<file path="src/spw_pkg.sv">
// Shared types, codes and constants for the sequence-number pending window.
package spw_pkg;

    localparam int NUM_ENTRIES     = 16;
    localparam int IDW             = 4;
    localparam int DEF_SEQ_WIDTH   = 32;
    localparam int MAX_BUCKETS     = 16;

    localparam logic [2:0] FN_ACQUIRE  = 3'd0;
    localparam logic [2:0] FN_RELEASE  = 3'd1;
    localparam logic [2:0] FN_SCHEDULE = 3'd2;
    localparam logic [2:0] FN_PULL     = 3'd3;
    localparam logic [2:0] FN_CANCEL   = 3'd4;
    localparam logic [2:0] FN_DRAIN    = 3'd5;

    localparam logic [1:0] ST_FREE     = 2'd0;
    localparam logic [1:0] ST_DETACHED = 2'd1;
    localparam logic [1:0] ST_PENDING  = 2'd2;

    localparam logic [1:0] RS_OK     = 2'd0;
    localparam logic [1:0] RS_NONE   = 2'd1;
    localparam logic [1:0] RS_MISUSE = 2'd2;

    typedef struct packed {
        logic [2:0]  func;
        logic [3:0]  entry_id;
        logic [31:0] seq_number;
        logic [4:0]  start_slot;
    } t_in;

    typedef struct packed {
        logic [1:0] status;
        logic [3:0] entry_out;
        logic [4:0] next_slot;
        logic [4:0] pending_count;
    } t_out;

    typedef enum logic [2:0] {
        S_IDLE,
        S_MOD,
        S_WALK_START,
        S_WALK,
        S_EXEC
    } t_state;

    typedef struct packed {
        logic load;
        logic mod_step;
        logic walk_start;
        logic walk_step;
        logic exec;
    } t_cmd;

    typedef struct packed {
        logic in_valid;
        logic in_need_mod;
        logic is_pull;
        logic mod_last;
        logic need_walk;
        logic walk_stop;
        logic out_free;
    } t_sts;

endpackage

</file>
<file path="src/spw_ctrl.sv">
// Controller state machine sequencing one request through the datapath.
module spw_ctrl import spw_pkg::*; (
    input  logic i_clk,
    input  logic i_rst_n,
    input  t_sts i_sts,
    output t_cmd o_cmd,
    output logic o_in_ready
);

    t_state r_state, n_state;

    always_ff @(posedge i_clk) begin
        if (!i_rst_n) begin
            r_state <= S_IDLE;
        end else begin
            r_state <= n_state;
        end
    end

    always_comb begin
        n_state = r_state;
        case (r_state)
            S_IDLE: begin
                if (i_sts.in_valid) begin
                    n_state = i_sts.in_need_mod ? S_MOD : S_EXEC;
                end
            end
            S_MOD: begin
                if (i_sts.mod_last) begin
                    n_state = i_sts.is_pull ? S_WALK_START : S_EXEC;
                end
            end
            S_WALK_START: begin
                n_state = i_sts.need_walk ? S_WALK : S_EXEC;
            end
            S_WALK: begin
                if (i_sts.walk_stop) begin
                    n_state = S_EXEC;
                end
            end
            S_EXEC: begin
                if (i_sts.out_free) begin
                    n_state = S_IDLE;
                end
            end
            default: n_state = S_IDLE;
        endcase
    end

    always_comb begin
        o_cmd      = '0;
        o_in_ready = 1'b0;
        case (r_state)
            S_IDLE: begin
                o_in_ready = 1'b1;
                o_cmd.load = i_sts.in_valid;
            end
            S_MOD:        o_cmd.mod_step   = 1'b1;
            S_WALK_START: o_cmd.walk_start = i_sts.need_walk;
            S_WALK:       o_cmd.walk_step  = 1'b1;
            S_EXEC:       o_cmd.exec       = i_sts.out_free;
            default:      o_cmd            = '0;
        endcase
    end

endmodule

</file>
<file path="src/spw_dp.sv">
// Datapath: entry pool, chains, remainder unit, chain walker and result register.
module spw_dp import spw_pkg::*; #(
    parameter int SEQ_WIDTH = DEF_SEQ_WIDTH
) (
    input  logic       i_clk,
    input  logic       i_rst_n,
    input  logic       i_in_valid,
    input  t_in        i_in_data,
    input  logic       i_out_ready,
    input  logic       i_cfg_we,
    input  logic [4:0] i_cfg_data,
    input  t_cmd       i_cmd,
    output t_sts       o_sts,
    output logic       o_out_valid,
    output t_out       o_out_data
);

    localparam int SEQ_PAD   = ((SEQ_WIDTH + 3) / 4) * 4;
    localparam int MOD_STEPS = SEQ_PAD / 4;
    localparam int MOD_CW    = $clog2(MOD_STEPS + 1);

    // pool state
    logic [1:0]           r_est  [NUM_ENTRIES];
    logic [SEQ_WIDTH-1:0] r_eseq [NUM_ENTRIES];
    logic [IDW-1:0]       r_ebkt [NUM_ENTRIES];
    logic [IDW-1:0]       r_nxt  [NUM_ENTRIES];
    logic [IDW-1:0]       r_prv  [NUM_ENTRIES];
    logic [IDW-1:0]       r_bhead[MAX_BUCKETS];
    logic [IDW-1:0]       r_btail[MAX_BUCKETS];
    logic [MAX_BUCKETS-1:0] r_bne;
    logic [IDW-1:0]       r_fhead, r_ftail;
    logic                 r_fne;
    logic [4:0]           r_pending;
    logic [4:0]           r_bc;

    logic [1:0]           n_est  [NUM_ENTRIES];
    logic [SEQ_WIDTH-1:0] n_eseq [NUM_ENTRIES];
    logic [IDW-1:0]       n_ebkt [NUM_ENTRIES];
    logic [IDW-1:0]       n_nxt  [NUM_ENTRIES];
    logic [IDW-1:0]       n_prv  [NUM_ENTRIES];
    logic [IDW-1:0]       n_bhead[MAX_BUCKETS];
    logic [IDW-1:0]       n_btail[MAX_BUCKETS];
    logic [MAX_BUCKETS-1:0] n_bne;
    logic [IDW-1:0]       n_fhead, n_ftail;
    logic                 n_fne;
    logic [4:0]           n_pending;

    // request
    logic [2:0]           r_func;
    logic [IDW-1:0]       r_id;
    logic [SEQ_WIDTH-1:0] r_seq;
    logic [4:0]           r_start;

    // remainder unit
    logic [SEQ_PAD-1:0]   r_div, n_div;
    logic [4:0]           r_rem, n_rem;
    logic [MOD_CW-1:0]    r_cnt;

    // chain walker
    logic [IDW-1:0]       r_cur;
    logic                 r_found;

    logic                 r_out_valid;
    t_out                 r_out, n_out;

    logic [63:0]          in_seq_ext;
    logic [SEQ_WIDTH-1:0] in_seq;
    logic [SEQ_PAD-1:0]   in_seq_pad;
    logic [IDW-1:0]       bkt;
    logic                 walk_hit, walk_end;

    assign in_seq_ext = {32'b0, i_in_data.seq_number};
    assign in_seq     = in_seq_ext[SEQ_WIDTH-1:0];
    assign in_seq_pad = SEQ_PAD'(in_seq);
    assign bkt        = r_rem[IDW-1:0];
    assign walk_hit   = (r_eseq[r_cur] == r_seq);
    assign walk_end   = (r_cur == r_btail[bkt]);

    assign o_sts.in_valid    = i_in_valid;
    assign o_sts.in_need_mod = (i_in_data.func == FN_SCHEDULE) || (i_in_data.func == FN_PULL);
    assign o_sts.is_pull     = (r_func == FN_PULL);
    assign o_sts.mod_last    = (r_cnt == MOD_CW'(MOD_STEPS - 1));
    assign o_sts.need_walk   = (r_pending != 5'd0) && r_bne[bkt];
    assign o_sts.walk_stop   = walk_hit || walk_end;
    assign o_sts.out_free    = !r_out_valid || i_out_ready;

    assign o_out_valid = r_out_valid;
    assign o_out_data  = r_out;

    // four restoring remainder steps per cycle
    always_comb begin
        logic [4:0] rem;
        rem = r_rem;
        for (int k = 0; k < 4; k++) begin
            rem = {rem[3:0], r_div[SEQ_PAD-1-k]};
            if (rem >= r_bc) begin
                rem = rem - r_bc;
            end
        end
        n_rem = rem;
        n_div = r_div << 4;
    end

    always_ff @(posedge i_clk) begin
        if (i_cmd.load) begin
            r_func  <= i_in_data.func;
            r_id    <= i_in_data.entry_id;
            r_seq   <= in_seq;
            r_start <= i_in_data.start_slot;
            r_div   <= in_seq_pad;
            r_rem   <= 5'd0;
            r_cnt   <= '0;
            r_found <= 1'b0;
        end else if (i_cmd.mod_step) begin
            r_div <= n_div;
            r_rem <= n_rem;
            r_cnt <= r_cnt + 1'b1;
        end
        if (i_cmd.walk_start) begin
            r_cur <= r_bhead[bkt];
        end else if (i_cmd.walk_step) begin
            if (walk_hit) begin
                r_found <= 1'b1;
            end else if (!walk_end) begin
                r_cur <= r_nxt[r_cur];
            end
        end
    end

    // operation
    always_comb begin
        logic           up_en;
        logic [IDW-1:0] up_e;
        logic [IDW-1:0] ub;
        logic [IDW-1:0] e;
        logic [IDW-1:0] ds;
        logic           dfound;

        n_est = r_est;   n_eseq = r_eseq; n_ebkt = r_ebkt;
        n_nxt = r_nxt;   n_prv = r_prv;
        n_bhead = r_bhead; n_btail = r_btail; n_bne = r_bne;
        n_fhead = r_fhead; n_ftail = r_ftail; n_fne = r_fne;
        n_pending = r_pending;
        n_out = '0;
        n_out.status = RS_MISUSE;
        up_en = 1'b0;
        up_e  = '0;
        e     = r_id;
        ds    = '0;
        dfound = 1'b0;

        for (int i = MAX_BUCKETS - 1; i >= 0; i--) begin
            if ((5'(i) >= r_start) && (5'(i) < r_bc) && r_bne[i]) begin
                ds     = IDW'(i);
                dfound = 1'b1;
            end
        end

        case (r_func)
            FN_ACQUIRE: begin
                if (r_fne) begin
                    n_out.entry_out = r_fhead;
                    n_out.status    = RS_OK;
                    n_est[r_fhead]  = ST_DETACHED;
                    if (r_ftail == r_fhead) begin
                        n_fne = 1'b0;
                    end else begin
                        n_fhead = r_nxt[r_fhead];
                    end
                end else begin
                    n_out.status = RS_NONE;
                end
            end
            FN_RELEASE: begin
                if (r_est[e] == ST_DETACHED) begin
                    n_est[e] = ST_FREE;
                    if (r_fne) begin
                        n_nxt[e]       = r_fhead;
                        n_prv[r_fhead] = e;
                    end else begin
                        n_ftail = e;
                    end
                    n_fhead = e;
                    n_fne   = 1'b1;
                    n_out.status = RS_OK;
                end
            end
            FN_SCHEDULE: begin
                if ((r_est[e] == ST_DETACHED) && (r_pending < r_bc)) begin
                    n_est[e]  = ST_PENDING;
                    n_eseq[e] = r_seq;
                    n_ebkt[e] = bkt;
                    n_pending = r_pending + 5'd1;
                    if (r_bne[bkt]) begin
                        n_prv[e]            = r_btail[bkt];
                        n_nxt[r_btail[bkt]] = e;
                    end else begin
                        n_bhead[bkt] = e;
                    end
                    n_btail[bkt] = e;
                    n_bne[bkt]   = 1'b1;
                    n_out.status = RS_OK;
                end
            end
            FN_PULL: begin
                if (r_pending != 5'd0) begin
                    n_out.status = RS_NONE;
                    if (r_found) begin
                        up_en = 1'b1;
                        up_e  = r_cur;
                        n_out.entry_out = r_cur;
                        n_out.status    = RS_OK;
                    end
                end
            end
            FN_CANCEL: begin
                if (r_est[e] == ST_PENDING) begin
                    up_en = 1'b1;
                    up_e  = e;
                    n_out.status = RS_OK;
                end else if (r_est[e] != ST_FREE) begin
                    n_out.status = RS_NONE;
                end
            end
            FN_DRAIN: begin
                if (r_start <= r_bc) begin
                    n_out.status    = RS_NONE;
                    n_out.next_slot = r_start;
                    if (r_pending != 5'd0) begin
                        if (dfound) begin
                            up_en = 1'b1;
                            up_e  = r_bhead[ds];
                            n_out.entry_out = r_bhead[ds];
                            n_out.status    = RS_OK;
                            n_out.next_slot = 5'(ds);
                        end else begin
                            n_out.next_slot = r_bc;
                        end
                    end
                end
            end
            default: n_out.status = RS_MISUSE;
        endcase

        // take a pending entry out of its bucket
        ub = r_ebkt[up_e];
        if (up_en) begin
            n_est[up_e] = ST_DETACHED;
            n_pending   = r_pending - 5'd1;
            if ((r_bhead[ub] == up_e) && (r_btail[ub] == up_e)) begin
                n_bne[ub] = 1'b0;
            end else if (r_bhead[ub] == up_e) begin
                n_bhead[ub] = r_nxt[up_e];
            end else if (r_btail[ub] == up_e) begin
                n_btail[ub] = r_prv[up_e];
            end else begin
                n_nxt[r_prv[up_e]] = r_nxt[up_e];
                n_prv[r_nxt[up_e]] = r_prv[up_e];
            end
        end
        n_out.pending_count = n_pending;
    end

    always_ff @(posedge i_clk) begin
        if (!i_rst_n) begin
            for (int i = 0; i < NUM_ENTRIES; i++) begin
                r_est[i] <= ST_FREE;
                r_nxt[i] <= IDW'((i + 1) % NUM_ENTRIES);
                r_prv[i] <= IDW'((i + NUM_ENTRIES - 1) % NUM_ENTRIES);
            end
            r_bne       <= '0;
            r_fhead     <= '0;
            r_ftail     <= IDW'(NUM_ENTRIES - 1);
            r_fne       <= 1'b1;
            r_pending   <= 5'd0;
            r_bc        <= 5'(MAX_BUCKETS);
            r_out_valid <= 1'b0;
        end else begin
            if (i_cmd.exec) begin
                r_est     <= n_est;
                r_nxt     <= n_nxt;
                r_prv     <= n_prv;
                r_bne     <= n_bne;
                r_fhead   <= n_fhead;
                r_ftail   <= n_ftail;
                r_fne     <= n_fne;
                r_pending <= n_pending;
                r_out_valid <= 1'b1;
            end else if (i_out_ready) begin
                r_out_valid <= 1'b0;
            end
            // ignore writes while anything is pending; clamp to legal range
            if (i_cfg_we && (r_pending == 5'd0)) begin
                if (i_cfg_data == 5'd0) begin
                    r_bc <= 5'd1;
                end else if (i_cfg_data > 5'(MAX_BUCKETS)) begin
                    r_bc <= 5'(MAX_BUCKETS);
                end else begin
                    r_bc <= i_cfg_data;
                end
            end
        end
    end

    always_ff @(posedge i_clk) begin
        if (i_cmd.exec) begin
            r_eseq  <= n_eseq;
            r_ebkt  <= n_ebkt;
            r_bhead <= n_bhead;
            r_btail <= n_btail;
            r_out   <= n_out;
        end
    end

endmodule

</file>
<file path="src/seqno_pending_window_core.sv">
// Acquire, release, cancel, drain and unknown codes go from accept straight to the
// execute state; schedule first runs the remainder unit (4 bits a cycle) over the
// padded sequence number; pull also loads the chain walker and visits its bucket's chain.
// One request at a time; the next is accepted the cycle after the result is
// registered, and a held result stalls the next request.
// Reset is synchronous, active low: entries free in id order, buckets empty, bucket_count 16.
module seqno_pending_window_core import spw_pkg::*; #(
    parameter int SEQ_WIDTH = DEF_SEQ_WIDTH
) (
    input  logic       i_clk,
    input  logic       i_rst_n,
    input  logic       i_in_valid,
    output logic       o_in_ready,
    input  t_in        i_in_data,
    output logic       o_out_valid,
    input  logic       i_out_ready,
    output t_out       o_out_data,
    input  logic       i_cfg_we,
    input  logic [4:0] i_cfg_data
);

    t_cmd cmd;
    t_sts sts;

    spw_ctrl u_ctrl (
        .i_clk      (i_clk),
        .i_rst_n    (i_rst_n),
        .i_sts      (sts),
        .o_cmd      (cmd),
        .o_in_ready (o_in_ready)
    );

    spw_dp #(
        .SEQ_WIDTH (SEQ_WIDTH)
    ) u_dp (
        .i_clk       (i_clk),
        .i_rst_n     (i_rst_n),
        .i_in_valid  (i_in_valid),
        .i_in_data   (i_in_data),
        .i_out_ready (i_out_ready),
        .i_cfg_we    (i_cfg_we),
        .i_cfg_data  (i_cfg_data),
        .i_cmd       (cmd),
        .o_sts       (sts),
        .o_out_valid (o_out_valid),
        .o_out_data  (o_out_data)
    );

endmodule

</file>
<file path="config.mk">
export PLATFORM = sky130hd
export DESIGN_NAME = seqno_pending_window_core
export DESIGN_NICKNAME = d
export VERILOG_FILES = /design/src/spw_pkg.sv /design/src/spw_ctrl.sv /design/src/spw_dp.sv /design/src/seqno_pending_window_core.sv
export SDC_FILE = /design/constraint.sdc
export NUM_CORES = 2
export LEC_CHECK = 0
export BUFFER_PORTS_ARGS = -buffer_cell sky130_fd_sc_hd__buf_2
export CORE_MARGIN = 5
export CORE_UTILIZATION = 30
export DETAILED_ROUTE_END_ITERATION = 16
export PLACE_DENSITY = 0.5
export REMOVE_ABC_BUFFERS = 1
export SKIP_CTS_REPAIR_TIMING = 1
export SYNTH_ARGS = -nofsm -noshare
export SYNTH_HDL_FRONTEND = slang
export SYNTH_SLANG_ARGS = --single-unit
</file>
<file path="constraint.sdc">
create_clock -name i_clk -period 9.6 [get_ports i_clk]
set_clock_uncertainty 0.1 [all_clocks]
set_input_delay 1.92 -clock i_clk [delete_from_list [all_inputs] [get_ports i_clk]]
set_output_delay 1.92 -clock i_clk [all_outputs]
set_load 0.03 [all_outputs]
</file>
==> results.rst <==
.. list-table::
   :header-rows: 1

   * - Metric
     - Value
   * - Starting utilization of the core area
     - 30.1%
   * - Clock tree from TritonCTS
     - done
   * - Post-Syn Area
     - 53600 um^2
   * - Reg-to-reg endpoint
     - u_dp.r_prv[23]
   * - XOR/XNOR Fraction of Synth Area
     - 1.13%
   * - Per-cell routed wire length
     - 28.8 um
   * - Number of instances on the worst hold path
     - 2
   * - Asr flop ratio synth
     - 0%
   * - Total global-route track usage
     - 20.0%
   * - Global-route wire length before repair
     - 277 mm
   * - Post-Syn Instances
     - 4264
   * - Detailed Place HPWL
     - 118 mm
   * - Number of buffers created by CTS
     - 111
   * - Input/output buffers
     - 71
   * - Adder-cell area share of the yosys netlist
     - 0.897%
   * - Die Height
     - 433 um
   * - NumNets Final
     - 4317
   * - Critical path data required time
     - 10.18 ns
   * - Number of sinks on the clock net
     - 1008
   * - Top area cells in the synthesized netlist
     - sky130_fd_sc_hd__edfxtp_1 (45%), sky130_fd_sc_hd__mux4_2 (12%), sky130_fd_sc_hd__dfxtp_1 (7.8%)
   * - Post-synth EDFFs
     - 800
   * - Maximum clock frequency
     - 108 MHz
   * - #FFs+latches synth
     - 1008
   * - Boundary Pins
     - 72
   * - Number of remaining DRC errors
     - 0
   * - Via count of the first global-routing pass
     - 38400
   * - CP endpoint kind
     - flop
   * - Worst Setup Slack post-DPL
     - 0.635 ns
   * - Die area
     - 187000 um^2
   * - Footprint of the flip-flops and latches
     - 28200 um^2
   * - Avg Vias per Cell
     - 5.87
   * - Leakage
     - 20.0 nW
   * - Crit path time final
     - 9.27 ns
   * - Multi-input logic area
     - 24000 um^2
   * - Commonest cells in the netlist
     - sky130_fd_sc_hd__edfxtp_1 (800), sky130_fd_sc_hd__nand2_1 (378), sky130_fd_sc_hd__mux2i_1 (377)
   * - Sequential cell area fraction in the yosys report
     - 52.6%
   * - Mean post-synth cell area
     - 12.6 um^2
   * - Worst min-delay path startpoint
     - u_dp.r_est[9]
   * - Failing checks
     - max-capacitance violations
   * - Critical path launch point type
     - flop
   * - Total number of placement rows
     - 155
   * - Routed Antenna Nets
     - 0
   * - Cell taking the most area after synthesis
     - sky130_fd_sc_hd__edfxtp_1
   * - Iter 0 DRT Violations
     - 4884
   * - Clock latency at the later pin of the worst-skew pair
     - 0.77 ns
   * - Final number of setup-violating endpoints
     - 0
   * - Run status
     - complete, but fails checks
   * - Antenna violations before repair
     - 12
   * - Maximum count of clock buffers along a single path
     - 3
   * - Reg-to-reg critical path startpoint
     - u_dp.r_bc[1]
   * - Filler cells
     - 17500
   * - Iteration count of the initial detailed-routing pass
     - 9
   * - Clock transition at path regs
     - 0.06 ns
   * - Power per cell area
     - 193 nW/um^2
   * - Post-route standard cell area excluding fillers
     - 60200 um^2
   * - Worst Max-Slew Pin Slew
     - 1.46 ns
   * - Multiplexer fraction of the synthesized cell area
     - 20.4%
   * - Proportion of netlist area held by the largest area contributor
     - 44.9%
   * - Final Routed Wirelength
     - 192 mm
   * - Most frequently used cell type in the post-synthesis netlist
     - sky130_fd_sc_hd__edfxtp_1
   * - Worst Slack Setup Final
     - 0.328 ns
   * - Grt total ovfl
     - 0
   * - Unrepaired setup endpoints after global routing
     - false
   * - Hold Crit Endpoint
     - u_dp.r_est[9]
   * - Worst Setup Path Type
     - reg -> reg
   * - Placeable Area
     - 178000 um^2
   * - Maximum net fanout on the critical path
     - 23
   * - Complex-gate fraction of the synthesized area
     - 12.2%
   * - Count of final max-slew check failures
     - 0
   * - Share of final-layout standard cells stronger than drive strength 1
     - 18.4%
   * - Worst min-delay path category
     - reg -> reg
   * - Share of the cycle needed by the critical path after routing
     - 96.6%
   * - Simple logic cell fraction of the synthesized area
     - 9.82%
   * - Unique cell type count in the Yosys netlist
     - 105
   * - Area Overhead vs Synth
     - 12.4%
   * - Final-report hold violation count
     - 0
   * - Clock tree root driver cell
     - sky130_fd_sc_hd__clkbuf_16
   * - Final weighted congestion in routability-driven placement
     - 0.898
   * - Placed Instance Area
     - 56500 um^2
   * - Worst setup slack for register-to-register paths
     - 0.33 ns
   * - Main combinational cell family by area after synthesis
     - multiplexers
   * - Worst path arrival time
     - 9.85 ns
   * - Count of vias placed by the detailed router
     - 39300
   * - Synthesis Warnings
     - 0
   * - Maximum Capacitance Violations
     - 1
   * - Die span in x
     - 433 um
   * - Cell depth of the worst flop-to-flop path
     - 21
   * - CTS H-Tree Depth
     - 3
   * - Prevailing post-synth register cell
     - sky130_fd_sc_hd__edfxtp_1
   * - Maximum vdd ir drop
     - 0.161 mV
   * - Maximum number of pins on one net before global-route repair
     - 107
   * - Headroom to the max-slew limit
     - 1.68%
report_power, final:
part	internal [mW]	switching [mW]
combinational	0.737	1.36
sequential	4.99	0.265
clock	2.39	1.89
total	8.11	3.52
critical path: stages, from the launching register on:
cell and delay [ns]:
sky130_fd_sc_hd__dfxtp_1 0.60, sky130_fd_sc_hd__or3_1 0.50, sky130_fd_sc_hd__a21oi_1 0.24, sky130_fd_sc_hd__o22a_1 0.22
sky130_fd_sc_hd__and4b_1 0.34, sky130_fd_sc_hd__o21a_1 0.93, sky130_fd_sc_hd__mux2i_1 0.32, sky130_fd_sc_hd__o22ai_1 0.12
sky130_fd_sc_hd__o32ai_2 0.48, sky130_fd_sc_hd__o21a_2 0.69, sky130_fd_sc_hd__mux4_2 0.61, sky130_fd_sc_hd__a32o_1 0.31
sky130_fd_sc_hd__a211oi_2 0.75, sky130_fd_sc_hd__a22o_1 0.26, sky130_fd_sc_hd__a221oi_1 0.07, sky130_fd_sc_hd__xnor2_1 0.18
sky130_fd_sc_hd__and4_4 0.22, sky130_fd_sc_hd__nor2_4 0.25, sky130_fd_sc_hd__nand3_2 0.24, sky130_fd_sc_hd__nor3_1 1.17
sky130_fd_sc_hd__buf_4 0.35, sky130_fd_sc_hd__a311o_1 0.19
placed cells by master (no fill, tap or decap), types with 86 or more instances in the layout:
cell type and count:
sky130_fd_sc_hd__edfxtp_1 800, sky130_fd_sc_hd__clkbuf_16 113, sky130_fd_sc_hd__nand3_1 106, sky130_fd_sc_hd__a21oi_1 202, sky130_fd_sc_hd__nor2_1 323, sky130_fd_sc_hd__dfxtp_1 204, sky130_fd_sc_hd__a22oi_1 86, sky130_fd_sc_hd__o21ai_0 210
sky130_fd_sc_hd__nand2_1 376, sky130_fd_sc_hd__buf_4 105, sky130_fd_sc_hd__mux2i_1 377, sky130_fd_sc_hd__mux4_2 284
worst max path at each step:
stage | startpoint | end | cells past startpoint
global placement | u_dp.r_bc[1] | u_dp.r_prv[23] | 21
CTS | u_dp.r_bc[1] | u_dp.r_prv[23] | 21
floorplan | u_dp.r_cur[0] | u_dp.r_prv[23] | 13
detailed placement | u_dp.r_bc[1] | u_dp.r_prv[23] | 21
global route | u_dp.r_bc[1] | u_dp.r_prv[10] | 21
finish | u_dp.r_bc[1] | u_dp.r_prv[23] | 21
cell type report:
| type | count | area share [%] |
|---|---|---|
| sequential | 1008 | 46.8 |
| multi-input combinational | 2880 | 39.9 |
| clock buffer | 151 | 5.10 |
| tap | 2355 | 4.90 |
| timing repair buffer | 180 | 2.03 |
| clock inverter | 58 | 0.931 |
| inverter | 46 | 0.301 |
| antenna | 6 | 0.0249 |
state kept, by name (all words and copies together), names as in the netlist, 5 cells and up:
name,cells
u_dp.r_eseq,512
u_dp.r_bhead,64
u_dp.r_btail,64
u_dp.r_ebkt,64
u_dp.r_nxt,64
u_dp.r_prv,64
u_dp.r_div,32
u_dp.r_est,32
u_dp.r_seq,32
u_dp.o_out_data,16
u_dp.r_bne,16
u_dp.r_bc,5
u_dp.r_pending,5
u_dp.r_start,5
per-layer routing:
layer  share of wire (%)  up-vias  track usage, %  wire length (um)
li1                    -    16700               -                 -
met3                 8.1      469            3.47             15600
met4                 4.6        2            8.12              8860
met2                  46     2109            31.8             88000
met1                  42    19900            27.0             80000
met5              0.0094        -               0                18
per-stage QoR:
step           total power, mW  std cells  utilization (%)  hold slack, ns  setup TNS [ns]
2_1_floorplan             6.56       3934                -           0.349        -1787.14
3_3_place_gp              7.38       6469             31.8           0.363               0
3_5_place_dp              7.39       6469             31.8           0.367               0
4_1_cts                   11.7       6678             33.8           0.375               0
5_1_grt                   12.0       6679             33.8           0.400               0
6_report                  11.6       6684             33.8           0.376               0
kinds of logic after synthesis:
family | Yosys count
compound gates | 940
xor+xnor | 69
fa+ha+maj | 36
buf+inv | 376
flops | 1008
mux | 726
simple gates | 1109
No activity file was read; power rests on OpenSTA's default activity.
